### src/rtl/pdf_pkg.sv
`timescale 1ns / 1ps
package pdf_pkg;

  localparam int ValueW    = 16;
  localparam int WidthW    = 4;
  localparam int CharW     = 8;
  localparam int DigitW    = 4;
  localparam int MaxDigits = 5;
  localparam int DigIdxW   = 3;

  localparam logic [CharW-1:0] AsciiZero  = 8'h30;
  localparam logic [CharW-1:0] AsciiMinus = 8'h2D;

  // 2^19 / 10 rounded up; exact quotient for dividends below 43699
  localparam logic [ValueW-1:0] RecipTen = 16'd52429;
  localparam int                RecipSh  = 19;

endpackage

### src/rtl/pdf_if.sv
`timescale 1ns / 1ps
interface pdf_in_if
  import pdf_pkg::*;
();
  logic                     valid;
  logic                     ready;
  logic signed [ValueW-1:0] value;
  logic [WidthW-1:0]        min_width;
  logic [CharW-1:0]         pad_char;

  modport source (output valid, value, min_width, pad_char, input ready);
  modport sink   (input valid, value, min_width, pad_char, output ready);
endinterface

interface pdf_out_if
  import pdf_pkg::*;
();
  logic             valid;
  logic             ready;
  logic [CharW-1:0] out_char;
  logic             last;

  modport source (output valid, out_char, last, input ready);
  modport sink   (input valid, out_char, last, output ready);
endinterface

### src/rtl/pdf_div10.sv
`timescale 1ns / 1ps
module pdf_div10
  import pdf_pkg::*;
(
  input  logic [ValueW-1:0] dividend,
  output logic [ValueW-1:0] quotient,
  output logic [DigitW-1:0] remainder
);

  logic [2*ValueW-1:0] prod;
  logic [ValueW-1:0]   q_times_ten;
  logic [ValueW-1:0]   diff;

  // Multiply by the scaled reciprocal and keep the high bits
  assign prod     = dividend * RecipTen;
  assign quotient = ValueW'(prod[2*ValueW-1:RecipSh]);

  // Remainder: dividend minus quotient times ten (8q + 2q)
  assign q_times_ten = (quotient << 3) + (quotient << 1);
  assign diff        = dividend - q_times_ten;
  assign remainder   = diff[DigitW-1:0];

endmodule

### src/rtl/padded_decimal_formatter_unit.sv
`timescale 1ns / 1ps
// Signed 16-bit integer to padded decimal ASCII.
// request channel: one item carries value, min_width and pad_char. The unit
// takes a request only while idle (ready high), then works on it alone.
// result channel: one character per transfer, most significant first: pad
// characters (min_width minus digit count, if positive), a '-' for negative
// values, then the digits. last marks the final character of a number.
// min_width saturates at MAX_CHARS-1 (valid range of MAX_CHARS: 7 to 16).
// Operation: after the accept, the shared divide-by-ten unit extracts one digit
// per cycle (1 to 5 digits), then one character per cycle, while the receiver
// does not stall, is loaded into the output register (1 to MAX_CHARS chars).
// Request ready rises again once the last character is loaded.
// The output register holds a character until the receiver takes it; a
// stalled receiver stops the character sequencer. The last character stays
// in the output register while the next request is accepted.
// Reset (rst, synchronous) returns the sequencer to idle and drops any
// pending character.
module padded_decimal_formatter_unit
  import pdf_pkg::*;
#(
  parameter int MAX_CHARS = 10
) (
  input  logic      clk,
  input  logic      rst,
  pdf_in_if.sink    request,
  pdf_out_if.source result
);

  localparam int CntW     = $clog2(MAX_CHARS);
  localparam int WidthCap = MAX_CHARS - 1;

  typedef enum logic [2:0] {
    IDLE,
    DIVIDE,
    PAD,
    SIGN,
    DIGITS
  } state_t;

  state_t              state;
  logic [ValueW-1:0]   mag;
  logic                negative;
  logic [CntW-1:0]     width;
  logic [CharW-1:0]    pad;
  logic [DigitW-1:0]   digits [MaxDigits];
  logic [DigIdxW-1:0]  ndig;
  logic [CntW-1:0]     pad_cnt;
  logic                out_valid;
  logic [CharW-1:0]    out_char;
  logic                out_last;

  logic [ValueW-1:0]   quot;
  logic [DigitW-1:0]   rem;
  logic [DigIdxW-1:0]  ndig_next;
  logic [CntW-1:0]     ndig_ext;
  logic                out_free;
  logic                out_load;
  logic [DigitW-1:0]   cur_digit;

  pdf_div10 u_div10 (
    .dividend  (mag),
    .quotient  (quot),
    .remainder (rem)
  );

  assign ndig_next = ndig + DigIdxW'(1);
  assign ndig_ext  = CntW'(ndig_next);
  assign out_free  = !out_valid || result.ready;
  assign out_load  = out_free && (state inside {PAD, SIGN, DIGITS});
  assign cur_digit = digits[ndig - DigIdxW'(1)];

  assign request.ready   = (state == IDLE);
  assign result.valid    = out_valid;
  assign result.out_char = out_char;
  assign result.last     = out_last;

  // Sequence one request: divide, then emit pads, sign and digits
  always_ff @(posedge clk) begin
    if (rst) begin
      state     <= IDLE;
      out_valid <= 1'b0;
    end else begin
      // load a new character, or drop the current one once taken
      if (out_load) begin
        out_valid <= 1'b1;
      end else if (result.ready) begin
        out_valid <= 1'b0;
      end
      case (state)
        IDLE: begin
          if (request.valid) begin
            negative <= request.value[ValueW-1];
            mag      <= request.value[ValueW-1] ? (~request.value + ValueW'(1))
                                                : request.value;
            if (int'(request.min_width) > WidthCap) begin
              width <= CntW'(WidthCap);
            end else begin
              width <= CntW'(request.min_width);
            end
            pad   <= request.pad_char;
            ndig  <= '0;
            state <= DIVIDE;
          end
        end
        DIVIDE: begin
          digits[ndig] <= rem;
          mag          <= quot;
          ndig         <= ndig_next;
          if (quot == '0) begin
            if (width > ndig_ext) begin
              pad_cnt <= width - ndig_ext;
              state   <= PAD;
            end else if (negative) begin
              state <= SIGN;
            end else begin
              state <= DIGITS;
            end
          end
        end
        PAD: begin
          if (out_free) begin
            out_char  <= pad;
            out_last  <= 1'b0;
            pad_cnt   <= pad_cnt - CntW'(1);
            if (pad_cnt == CntW'(1)) begin
              state <= negative ? SIGN : DIGITS;
            end
          end
        end
        SIGN: begin
          if (out_free) begin
            out_char  <= AsciiMinus;
            out_last  <= 1'b0;
            state     <= DIGITS;
          end
        end
        DIGITS: begin
          if (out_free) begin
            out_char  <= AsciiZero + CharW'(cur_digit);
            out_last  <= (ndig == DigIdxW'(1));
            ndig      <= ndig - DigIdxW'(1);
            if (ndig == DigIdxW'(1)) begin
              state <= IDLE;
            end
          end
        end
        default: begin
          state <= IDLE;
        end
      endcase
    end
  end

endmodule

### src/flat_wrapper.sv
// flat-port wrapper written by rule: the top's interface ports become plain ports
module padded_decimal_formatter_unit_flat import pdf_pkg::*;
#(
  parameter int MAX_CHARS = 10
)
  (clk, rst, request_valid, request_value, request_min_width, request_pad_char, request_ready, result_valid, result_out_char, result_last, result_ready);
  pdf_in_if request_i ();
  pdf_out_if result_i ();
  input  logic clk;
  input  logic rst;
  input wire logic [$bits(request_i.valid)-1:0] request_valid;
  input wire logic [$bits(request_i.value)-1:0] request_value;
  input wire logic [$bits(request_i.min_width)-1:0] request_min_width;
  input wire logic [$bits(request_i.pad_char)-1:0] request_pad_char;
  output wire logic [$bits(request_i.ready)-1:0] request_ready;
  output wire logic [$bits(result_i.valid)-1:0] result_valid;
  output wire logic [$bits(result_i.out_char)-1:0] result_out_char;
  output wire logic [$bits(result_i.last)-1:0] result_last;
  input wire logic [$bits(result_i.ready)-1:0] result_ready;
  assign request_i.valid = request_valid;
  assign request_i.value = request_value;
  assign request_i.min_width = request_min_width;
  assign request_i.pad_char = request_pad_char;
  assign request_ready = request_i.ready;
  assign result_valid = result_i.valid;
  assign result_out_char = result_i.out_char;
  assign result_last = result_i.last;
  assign result_i.ready = result_ready;
  padded_decimal_formatter_unit #(.MAX_CHARS(MAX_CHARS)) u_core (.clk(clk), .rst(rst), .request(request_i), .result(result_i));
endmodule
### config.mk
export PLATFORM = sky130hd
export DESIGN_NAME = padded_decimal_formatter_unit_flat
export DESIGN_NICKNAME = d
export VERILOG_FILES = /design/src/rtl/pdf_pkg.sv /design/src/rtl/pdf_if.sv /design/src/rtl/pdf_div10.sv /design/src/rtl/padded_decimal_formatter_unit.sv /design/src/flat_wrapper.sv
export SDC_FILE = /design/constraint.sdc
export NUM_CORES = 1
export LEC_CHECK = 0
export BUFFER_PORTS_ARGS = -buffer_cell sky130_fd_sc_hd__buf_2
export CAP_MARGIN = 10
export CORE_AREA = 4 4 129 131
export DETAILED_ROUTE_END_ITERATION = 12
export DIE_AREA = 0 0 133 135
export PLACE_DENSITY = 0.72
export SYNTH_ARGS = -nofsm -noshare
export SYNTH_HDL_FRONTEND = slang
export SYNTH_SLANG_ARGS = --single-unit
### constraint.sdc
create_clock -name clk -period 10.25 [get_ports clk]
set_input_delay 1.5375 -clock clk [delete_from_list [all_inputs] [get_ports clk]]
set_output_delay 1.5375 -clock clk [all_outputs]
set_load 0.01 [all_outputs]
==> flow_metrics.env, run 1 <==
export IMPL_fillerInstances=1370
export IMPL_via_per_inst=5.43
export IMPL_fin_worst_skew_ns=0.0125
export IMPL_cpMaxStageDelayCell="a211oi_1"
export IMPL_max_slew_margin=0.262
export IMPL_ios=43
export IMPL_ant_nets=0
export IMPL_grt_pass1_wl_um=31300
export IMPL_crit_path_end_kind="register"
export IMPL_io_buffers=42
export IMPL_drive_gt1_frac=0.0901
export IMPL_yosysTopAreaCell="edfxtp_1"
export IMPL_die_y_um=135
export IMPL_die_area_mm2=0.0180
export IMPL_synthArstFlopShare=0
export IMPL_r2r_cells=21
export IMPL_postCtsSetupRepairBufs=0
export IMPL_critical_path_required_ns=10.21
export IMPL_cts_max_path_buffers=2
export IMPL_fin_ws_ns=3.31
export IMPL_postSynthRegisterBits=69
export IMPL_drtIter0Drc=430
export IMPL_syn_avg_cell_area_um2=9.98
export IMPL_worstSetupPathType="register to register"
export IMPL_clk_latency_ns=0.33
export IMPL_dp_slack_ns=3.36
export IMPL_antenna_found_initial=0
export IMPL_fin_nets=1139
export IMPL_synth_nets=1101
export IMPL_drt_drc_violations_left=0
export IMPL_start_kind="register"
export IMPL_post_route_min_period_ns=6.94
export IMPL_ys_seq_area_frac=0.241
export IMPL_reg2reg_from="u_core.mag[4]$_DFFE_PP_"
export IMPL_dp_hpwl_um=15900
export IMPL_cp_slowest_stage_delay_ns=0.57
export IMPL_grt_use_total=0.220
export IMPL_arrival_ns=6.90
export IMPL_diodes=0
export IMPL_grt_max_degree=26
export IMPL_layout_commonest_cell="inv_1"
export IMPL_stdcell_count=1104
export IMPL_root_buffer="clkbuf_16"
export IMPL_start_util=0.541
export IMPL_drt_pass1_iterations=4
export IMPL_finalCritPeriodShare=0.677
export IMPL_synth_edf_count=65
export IMPL_rsz0062_at_grt="false"
export IMPL_vias=5995
export IMPL_critPathTopFamily="adder cells"
export IMPL_ctsHoldBuffers=0
export IMPL_r2r_setup_slack_ns=3.31
export IMPL_slew_violations=0
export IMPL_final_cell_mix="inv_1 (187), ha_1 (143), fa_1 (81)"
export IMPL_cts_buffers_inserted=9
export IMPL_synthFlopType="edfxtp_1"
export IMPL_syn_inst=845
export IMPL_synth_top_area_share=0.231
export IMPL_crit_top_cell="inv_1"
export IMPL_htreeDepth=3
export IMPL_gp_congestion=0.955
export IMPL_clk_pin_slew_ns=0.06
export IMPL_dp_cells=1088
export IMPL_ys_warn_count=0
export IMPL_maxClockFrequency_ghz=0.144
export IMPL_cts_tree="yes"
export IMPL_crit_fanout=10
export IMPL_finalHoldViolations=0
export IMPL_startpoint="u_core.mag[4]$_DFFE_PP_"
export IMPL_core_area_mm2=0.0156
export IMPL_wire_per_inst_um=16.9
export IMPL_area_growth_pct=8.72
export IMPL_synth_area_leaders="edfxtp_1 (23%), ha_1 (21%), fa_1 (19%)"
export IMPL_tightestPinTransition_ns=1.10
export IMPL_cts_sinks=69
export IMPL_drv_cap=0
export IMPL_r2r_end="u_core.pad_cnt[2]$_DFFE_PP_"
export IMPL_status="completed"
export IMPL_grt_overflow=0
export IMPL_grt_pass1_vias=6258
export IMPL_hold_class="register to register"
export IMPL_synthDistinctLibCells=71
export IMPL_drt_total_wl_um=18700
export IMPL_setup_viol=0
export IMPL_crit_buf_inv=7
export IMPL_crit_chain="ha_1, inv_1, fa_1, inv_1, fa_1, inv_1, fa_1, inv_1, fa_1, inv_1, fa_1, inv_1, ha_1, nand4_1, nor4_1, inv_1, o211ai_2, xnor2_1, nor4bb_2, nand4_1, a211oi_1"
export IMPL_crit_path_end="u_core.pad_cnt[2]$_DFFE_PP_"
export IMPL_die_w_um=133
export IMPL_tns_ns=0
export IMPL_cts_resized=0
export IMPL_rows=46
export IMPL_worstSetupPathDepth=21
export IMPL_syn_area_mm2=0.00843
## through the flow
stage | hold slack (ns) | utilization | cell area, µm²
2_1_floorplan | 0.477 | - | 8430
5_1_grt | 0.517 | 0.588 | 9170
6_report | 0.497 | 0.588 | 9170
4_1_cts | 0.500 | 0.588 | 9170
3_3_place_gp | 0.482 | 0.567 | 8840
3_5_place_dp | 0.490 | 0.567 | 8840
## logic make-up (layout without fill, tap and decap cells)
kind of cell	Yosys count	after routing	share of synthesized area
XOR/XNOR	39	39	0.0405
AO/OA/AOI/OAI	133	133	0.104
AND/OR/NAND/NOR	168	168	0.100
buffers and inverters	203	246	0.0927
adder cells (fa/ha/maj)	224	224	0.404
multiplexers	9	9	0.0169
flip-flops	69	69	0.241
## metal layers
metal / wire, µm / GRT usage / share of wire / vias up
met4: 258 / 0.0468 / 0.014 / 0
li1: - / - / - / 2922
met1: 8520 / 0.305 / 0.46 / 2902
met2: 8910 / 0.367 / 0.48 / 147
met3: 987 / 0.0373 / 0.053 / 24
met5: 0 / 0 / 0 / -
## cell type report
class | instances | area [µm²] | area share
timing repair buffer | 43 | 218 | 0.0237
multi-input combinational | 573 | 5620 | 0.613
clock buffer | 9 | 225 | 0.0246
tap | 216 | 270 | 0.0295
inverter | 187 | 702 | 0.0766
clock inverter | 7 | 103 | 0.0112
sequential | 69 | 2030 | 0.222
## synth_stat cells, types with 2 or more instances
| cell type | n |
|---|---|
| o31ai_1 | 7 |
| nor4_1 | 3 |
| ha_1 | 143 |
| a21oi_1 | 35 |
| mux2_2 | 2 |
| edfxtp_1 | 65 |
| o2111ai_1 | 2 |
| nor3_1 | 13 |
| nand2b_1 | 12 |
| o22ai_1 | 4 |
| o22a_1 | 3 |
| or3_1 | 7 |
| a221oi_2 | 2 |
| or4_1 | 2 |
| o211ai_1 | 4 |
| xnor2_1 | 26 |
| and2_2 | 2 |
| xor2_1 | 13 |
| a311oi_2 | 2 |
| nand4_1 | 8 |
| inv_1 | 187 |
| dfxtp_1 | 4 |
| o21bai_1 | 2 |
| o21ai_0 | 37 |
| nand3_1 | 7 |
| nor2b_1 | 4 |
| nor2_1 | 43 |
| o21ai_1 | 2 |
| and2_1 | 5 |
| a21o_1 | 5 |
| a31oi_1 | 3 |
| mux2i_1 | 3 |
| a22oi_1 | 2 |
| a211oi_1 | 3 |
| nand2_1 | 45 |
| and4_1 | 2 |
| o41ai_1 | 2 |
| mux4_2 | 4 |
| and3b_1 | 2 |
| a41oi_1 | 2 |
| clkbuf_1 | 11 |
| fa_1 | 81 |
| a21oi_2 | 2 |
| and3_1 | 5 |
## registers in the layout, summed over array words and instances (netlist names)
| register | cells |
|---|---|
| u_core.result.out_char | 8 |
| u_core.result.valid | 1 |
| u_core.state | 3 |
| u_core.negative | 1 |
| u_core.result.last | 1 |
| u_core.pad_cnt | 4 |
| u_core.ndig | 3 |
| u_core.mag | 16 |
| u_core.digits | 20 |
| u_core.pad | 8 |
| u_core.width | 4 |
## worst min path at each step
| stage | startpoint | end | slack, ns | cells after the start |
|---|---|---|---|---|
| after floorplan | u_core.pad[5]$_DFFE_PP_ | u_core.result.out_char[5]$_DFFE_PP_ | 0.48 | 1 |
| after global placement | u_core.pad[5]$_DFFE_PP_ | u_core.result.out_char[5]$_DFFE_PP_ | 0.48 | 1 |
| after detailed placement | u_core.pad[5]$_DFFE_PP_ | u_core.result.out_char[5]$_DFFE_PP_ | 0.49 | 1 |
| after CTS | u_core.pad[5]$_DFFE_PP_ | u_core.result.out_char[5]$_DFFE_PP_ | 0.50 | 1 |
| after global routing | u_core.pad[5]$_DFFE_PP_ | u_core.result.out_char[5]$_DFFE_PP_ | 0.52 | 1 |
| final | u_core.pad[5]$_DFFE_PP_ | u_core.result.out_char[5]$_DFFE_PP_ | 0.50 | 1 |
Power of run 1 is left out: the tool's default activity adds up to more than one toggle a clock period on the data nets, which glitch-free logic cannot reach.
==> inputs of run 2 (changes only) <==
PLACE_DENSITY = 0.75   (was 0.72)
clock period = 5.75 ns   (was 10.25 ns; I/O delays follow)
==> run 2 against run 1 <==
Against the previous run: via count is 13% higher; wire length is 21% higher; highest routed layer unchanged; sequential cell count stayed put; the flow now finishes with violations (setup timing); count of clock-buffer cells in the layout is 2 higher; die area stayed put; global-route usage is 2.9 points higher; setup slack worse by 3.8 ns; register-to-register slack worse by 3.8 ns; non-clock buffer count is 127 higher.
==> flow_metrics.env, run 2 (synthesis gave the netlist of run 1 again) <==
export IMPL_reg_top3="u_core.digits (20), u_core.mag (16)"
export IMPL_finalCritPeriodShare=1.09
export IMPL_arrival_ns=6.27
export IMPL_max_slew_margin=0.386
export IMPL_setup_viol=25
export IMPL_root_buffer="clkbuf_16"
export IMPL_post_route_min_period_ns=6.25
export IMPL_reg2reg_from="u_core.mag[5]$_DFFE_PP_"
export IMPL_slew_violations=0
export IMPL_clk_pin_slew_ns=0.06
export IMPL_stdcell_count=1230
export IMPL_r2r_setup_slack_ns=-0.50
export IMPL_core_area_mm2=0.0156
export IMPL_whs_endpoint="u_core.result.out_char[5]$_DFFE_PP_"
export IMPL_vias=6800
export IMPL_grt_max_degree=26
export IMPL_drt_drc_violations_left=0
export IMPL_cts_buffers_inserted=9
export IMPL_htreeDepth=3
export IMPL_fin_nets=1266
export IMPL_die_w_um=133
export IMPL_crit_buf_inv=9
export IMPL_io_buffers=42
export IMPL_start_util=0.541
export IMPL_critPathTopFamily="adder cells"
export IMPL_grt_use_total=0.249
export IMPL_utilization=0.684
export IMPL_crit_fanout=6
export IMPL_largest_register="u_core.digits"
export IMPL_dp_hpwl_um=17500
export IMPL_die_area_mm2=0.0180
export IMPL_gp_congestion=0.956
export IMPL_tns_ns=-7.88
export IMPL_critical_path_required_ns=5.77
export IMPL_start_kind="register"
export IMPL_drive_gt1_frac=0.275
export IMPL_layout_commonest_cell="inv_1"
export IMPL_crit_path_end_kind="register"
export IMPL_ant_nets=0
export IMPL_drv_cap=0
export IMPL_tightestPinTransition_ns=0.919
export IMPL_dp_cells=1195
export IMPL_crit_top_cell="fa_1"
export IMPL_via_per_inst=5.53
export IMPL_worstSetupPathType="register to register"
export IMPL_final_cell_mix="inv_1 (177), ha_1 (124), buf_4 (120)"
export IMPL_fin_ws_ns=-0.503
export IMPL_cpMaxStageDelayCell="fa_1"
export IMPL_drtIter0Drc=577
export IMPL_ios=43
export IMPL_cp_slowest_stage_delay_ns=0.53
export IMPL_drt_pass1_iterations=5
export IMPL_r2r_end="u_core.pad_cnt[3]$_DFFE_PP_"
export IMPL_grt_pass1_wl_um=34800
export IMPL_r2r_cells=23
export IMPL_multiInputGateArea_mm2=0.00621
export IMPL_largest_reg_flops=20
export IMPL_rsz0062_at_grt="true"
export IMPL_fillerInstances=1132
export IMPL_hold_class="register to register"
export IMPL_cts_sinks=69
export IMPL_grt_pass1_vias=6993
export IMPL_hold_slack_ns=0.509
export IMPL_drt_total_wl_um=22700
export IMPL_wire_per_inst_um=18.4
export IMPL_maxClockFrequency_ghz=0.160
export IMPL_seqCellArea_mm2=0.00203
export IMPL_status="finished with violations"
export IMPL_violations="setup timing"
export IMPL_min_delay_start="u_core.pad[5]$_DFFE_PP_"
export IMPL_area_growth_pct=26.6
export IMPL_die_y_um=135
export IMPL_antenna_found_initial=0
export IMPL_clk_latency_ns=0.34
export IMPL_finalHoldViolations=0
export IMPL_cts_tree="yes"
export IMPL_grt_overflow=0
export IMPL_cts_max_path_buffers=2
export IMPL_holdPathStages=1
export IMPL_crit_chain="ha_4, inv_2, fa_1, inv_1, fa_1, inv_2, fa_1, inv_2, fa_1, inv_1, fa_1, inv_2, ha_4, nand4_1, buf_4, nor4_4, buf_4, buf_4, o221ai_4, xor2_2, and4_4, nand4_1, a211oi_4"
export IMPL_fin_worst_skew_ns=0.00935
export IMPL_rows=46
export IMPL_diodes=0
-- run 2: cell count changes in the layout (fill, tap and decap cells not counted), moves of 7 or more --
cell     change
ha_1        -19
o21ai_0     -13
inv_1       -10
buf_4      +119
a21oi_1      -8
ha_4        +19
xnor2_1      -7
buf_6        +7
inv_2        +9
-- run 2: layer usage --
layer  part of all wire  GRT usage  routed length (µm)
met1               0.41      0.325                9300
met4              0.033     0.0664                 751
met3              0.061     0.0488                1370
met5                  0          0                   0
met2               0.50      0.426               11200
-- run 2: worst max-delay path by stage --
| stage | start | end | slack [ns] | cells after the start |
|---|---|---|---|---|
| final | u_core.mag[5]$_DFFE_PP_ | u_core.pad_cnt[3]$_DFFE_PP_ | -0.50 | 23 |
| after detailed placement | u_core.mag[3]$_DFFE_PP_ | u_core.pad_cnt[3]$_DFFE_PP_ | -0.65 | 21 |
| after global placement | u_core.mag[3]$_DFFE_PP_ | u_core.pad_cnt[0]$_DFFE_PP_ | -0.58 | 21 |
| after CTS | u_core.mag[4]$_DFFE_PP_ | u_core.pad_cnt[3]$_DFFE_PP_ | -0.43 | 23 |
| after global routing | u_core.mag[3]$_DFFE_PP_ | u_core.pad_cnt[2]$_DFFE_PP_ | -0.67 | 19 |
| after floorplan | u_core.mag[5]$_DFFE_PP_ | u_core.pad_cnt[0]$_DFFE_PP_ | -0.06 | 23 |
-- run 2: final cells by class --
class,instances,area share
clock buffers,11,0.0218
clock inverters,4,0.00246
inverters,187,0.0660
multi-input cells,573,0.582
flip-flops and latches,69,0.190
well taps,216,0.0253
repair buffers,170,0.112
-- run 2: repair_timing --
| item | 4_1_cts | 5_1_grt |
|---|---|---|
| hold buffers | 0 | 0 |
| gates resized for setup | 39 | 69 |
| pin swaps | 15 | 46 |
| buffers inserted | 9 | 11 |
| setup endpoints to repair | 29 | 33 |
-- run 2: per-stage QoR --
stage	instance area, µm²	setup slack, ns
2_1_floorplan	8510	-0.0581
3_3_place_gp	9720	-0.584
5_1_grt	10700	-0.673
6_report	10700	-0.503
3_5_place_dp	9720	-0.651
4_1_cts	10200	-0.427
Power of run 2 is left out for the same reason.
==> inputs of run 3 (changes only) <==
clock period = 5.7 ns   (was 5.75 ns; I/O delays follow)
==> run 3 against run 2 <==
Against the previous run: the run still ends with setup timing left; cell count rose by 0.49%; design area barely moved; global-route usage rose by 0.79 points; wire length rose by 3.3%; count of clock-buffer cells in the layout fell by 2; critical path depth fell by 1; first-iteration DRC count fell by 14%; sequential cell count did not move; register-to-register slack got worse by 0.06 ns; via count rose by 1.4%; critical path type unchanged; largest cell class unchanged; highest routed layer unchanged.
==> flow_metrics.env, run 3 (synthesis gave the netlist of run 1 again) <==
export IMPL_die_y_um=135
export IMPL_hold_class="register to register"
export IMPL_stdcell_count=1236
export IMPL_grt_use_total=0.257
export IMPL_arrival_ns=6.32
export IMPL_drtIter0Drc=498
export IMPL_drt_total_wl_um=23400
export IMPL_final_cell_mix="inv_1 (176), ha_1 (129), buf_4 (128)"
export IMPL_utilization=0.685
export IMPL_vias=6892
export IMPL_grt_pass1_vias=7161
export IMPL_cts_tree="yes"
export IMPL_ios=43
export IMPL_drive_gt1_frac=0.280
export IMPL_die_area_mm2=0.0180
export IMPL_layout_commonest_cell="inv_1"
export IMPL_largest_reg_flops=20
export IMPL_crit_path_end_kind="register"
export IMPL_drt_drc_violations_left=0
export IMPL_max_slew_margin=0.217
export IMPL_grt_overflow=0
export IMPL_status="finished with violations"
export IMPL_clk_pin_slew_ns=0.06
export IMPL_worstSetupPathType="register to register"
export IMPL_root_buffer="clkbuf_16"
export IMPL_post_route_min_period_ns=6.26
export IMPL_via_per_inst=5.58
export IMPL_maxClockFrequency_ghz=0.160
export IMPL_gp_congestion=0.936
export IMPL_cpMaxStageDelayCell="fa_1"
export IMPL_drt_pass1_iterations=5
export IMPL_crit_chain="ha_4, inv_2, fa_1, inv_2, fa_1, fa_1, fa_1, inv_2, fa_1, inv_2, ha_4, nand4_1, nor2_2, buf_4, o311ai_2, nand4_1, a21boi_2, nor2_1, and4_4, nand4_1, a211oi_2, buf_4"
export IMPL_crit_top_cell="fa_1"
export IMPL_area_growth_pct=26.6
export IMPL_largest_register="u_core.digits"
export IMPL_violations="setup timing"
export IMPL_grt_pass1_wl_um=35900
export IMPL_fin_nets=1271
export IMPL_dp_hpwl_um=17800
export IMPL_fin_worst_skew_ns=0.00788
export IMPL_finalCritPeriodShare=1.10
export IMPL_io_buffers=42
export IMPL_fin_ws_ns=-0.560
export IMPL_cts_sinks=69
export IMPL_clk_latency_ns=0.34
export IMPL_drv_cap=0
export IMPL_critPathTopFamily="adder cells"
export IMPL_critical_path_required_ns=5.76
export IMPL_fillerInstances=1085
export IMPL_reg_top3="u_core.digits (20), u_core.mag (16)"
export IMPL_rsz0062_at_grt="true"
export IMPL_cts_max_path_buffers=2
export IMPL_htreeDepth=3
export IMPL_start_kind="register"
export IMPL_core_area_mm2=0.0156
export IMPL_die_w_um=133
export IMPL_antenna_found_initial=1
export IMPL_tightestPinTransition_ns=1.16
export IMPL_finalHoldViolations=0
export IMPL_cts_buffers_inserted=9
export IMPL_dp_cells=1196
export IMPL_ant_nets=0
export IMPL_cp_slowest_stage_delay_ns=0.57
export IMPL_setup_viol=27
export IMPL_wire_per_inst_um=18.9
export IMPL_start_util=0.541
export IMPL_grt_max_degree=26
export IMPL_slew_violations=0
export IMPL_rows=46
export IMPL_crit_buf_inv=6
export IMPL_crit_fanout=5
run 3: cell types whose count changed in the layout (fill, tap and decap cells not counted), sizes merged:
cell      change
buf           +5
clkbuf        -2
bufinv        +1
clkinv        -1
clkinvlp      +1
diode         +1
inv           +1
run 3: timing repair:
item | CTS | global route
pin swaps | 35 | 25
endpoints found under the setup margin | 28 | 35
endpoints found under the hold margin | 0 | 0
gates resized for setup | 52 | 57
buffers inserted | 19 | 9
hold buffers | 0 | 0
run 3: layout make-up:
type / count / area, µm² / area share
Clock buffer: 9 / 225 / 0.0211
Multi-Input combinational cell: 573 / 6150 / 0.576
Sequential cell: 69 / 2030 / 0.190
Antenna cell: 1 / 2.50 / 0.000234
Tap cell: 216 / 270 / 0.0253
Clock inverter: 6 / 63.8 / 0.00598
Inverter: 187 / 707 / 0.0662
Timing Repair Buffer: 175 / 1230 / 0.115
run 3: worst paths after layout:
check / end / depth (start not counted) / slack, ns / start
setup / recovery: u_core.pad_cnt[1]$_DFFE_PP_ / 22 / -0.56 / u_core.mag[3]$_DFFE_PP_
hold / removal: u_core.result.out_char[5]$_DFFE_PP_ / 1 / 0.51 / u_core.pad[5]$_DFFE_PP_
setup reg to reg: u_core.pad_cnt[1]$_DFFE_PP_ / 22 / -0.56 / u_core.mag[3]$_DFFE_PP_
hold reg to reg: u_core.result.out_char[5]$_DFFE_PP_ / 1 / 0.51 / u_core.pad[5]$_DFFE_PP_
run 3: routing by layer:
metal | GRT usage | routed length, µm
met1 | 0.330 | 9440
met2 | 0.446 | 11600
met3 | 0.0399 | 1490
met4 | 0.0820 | 898
met5 | 0 | 0
run 3: through the flow:
stage	worst slack, ns	setup TNS (ns)	hold WS (ns)	cell area [µm²]
after floorplan	-0.108	-0.432	0.477	8510
after global placement	-0.632	-9.58	0.480	9730
after CTS	-0.404	-4.41	0.513	10400
final	-0.560	-7.98	0.509	10700
after detailed placement	-0.600	-9.43	0.498	9730
after global routing	-0.755	-11.59	0.540	10700
Power of run 3 is left out for the same reason.
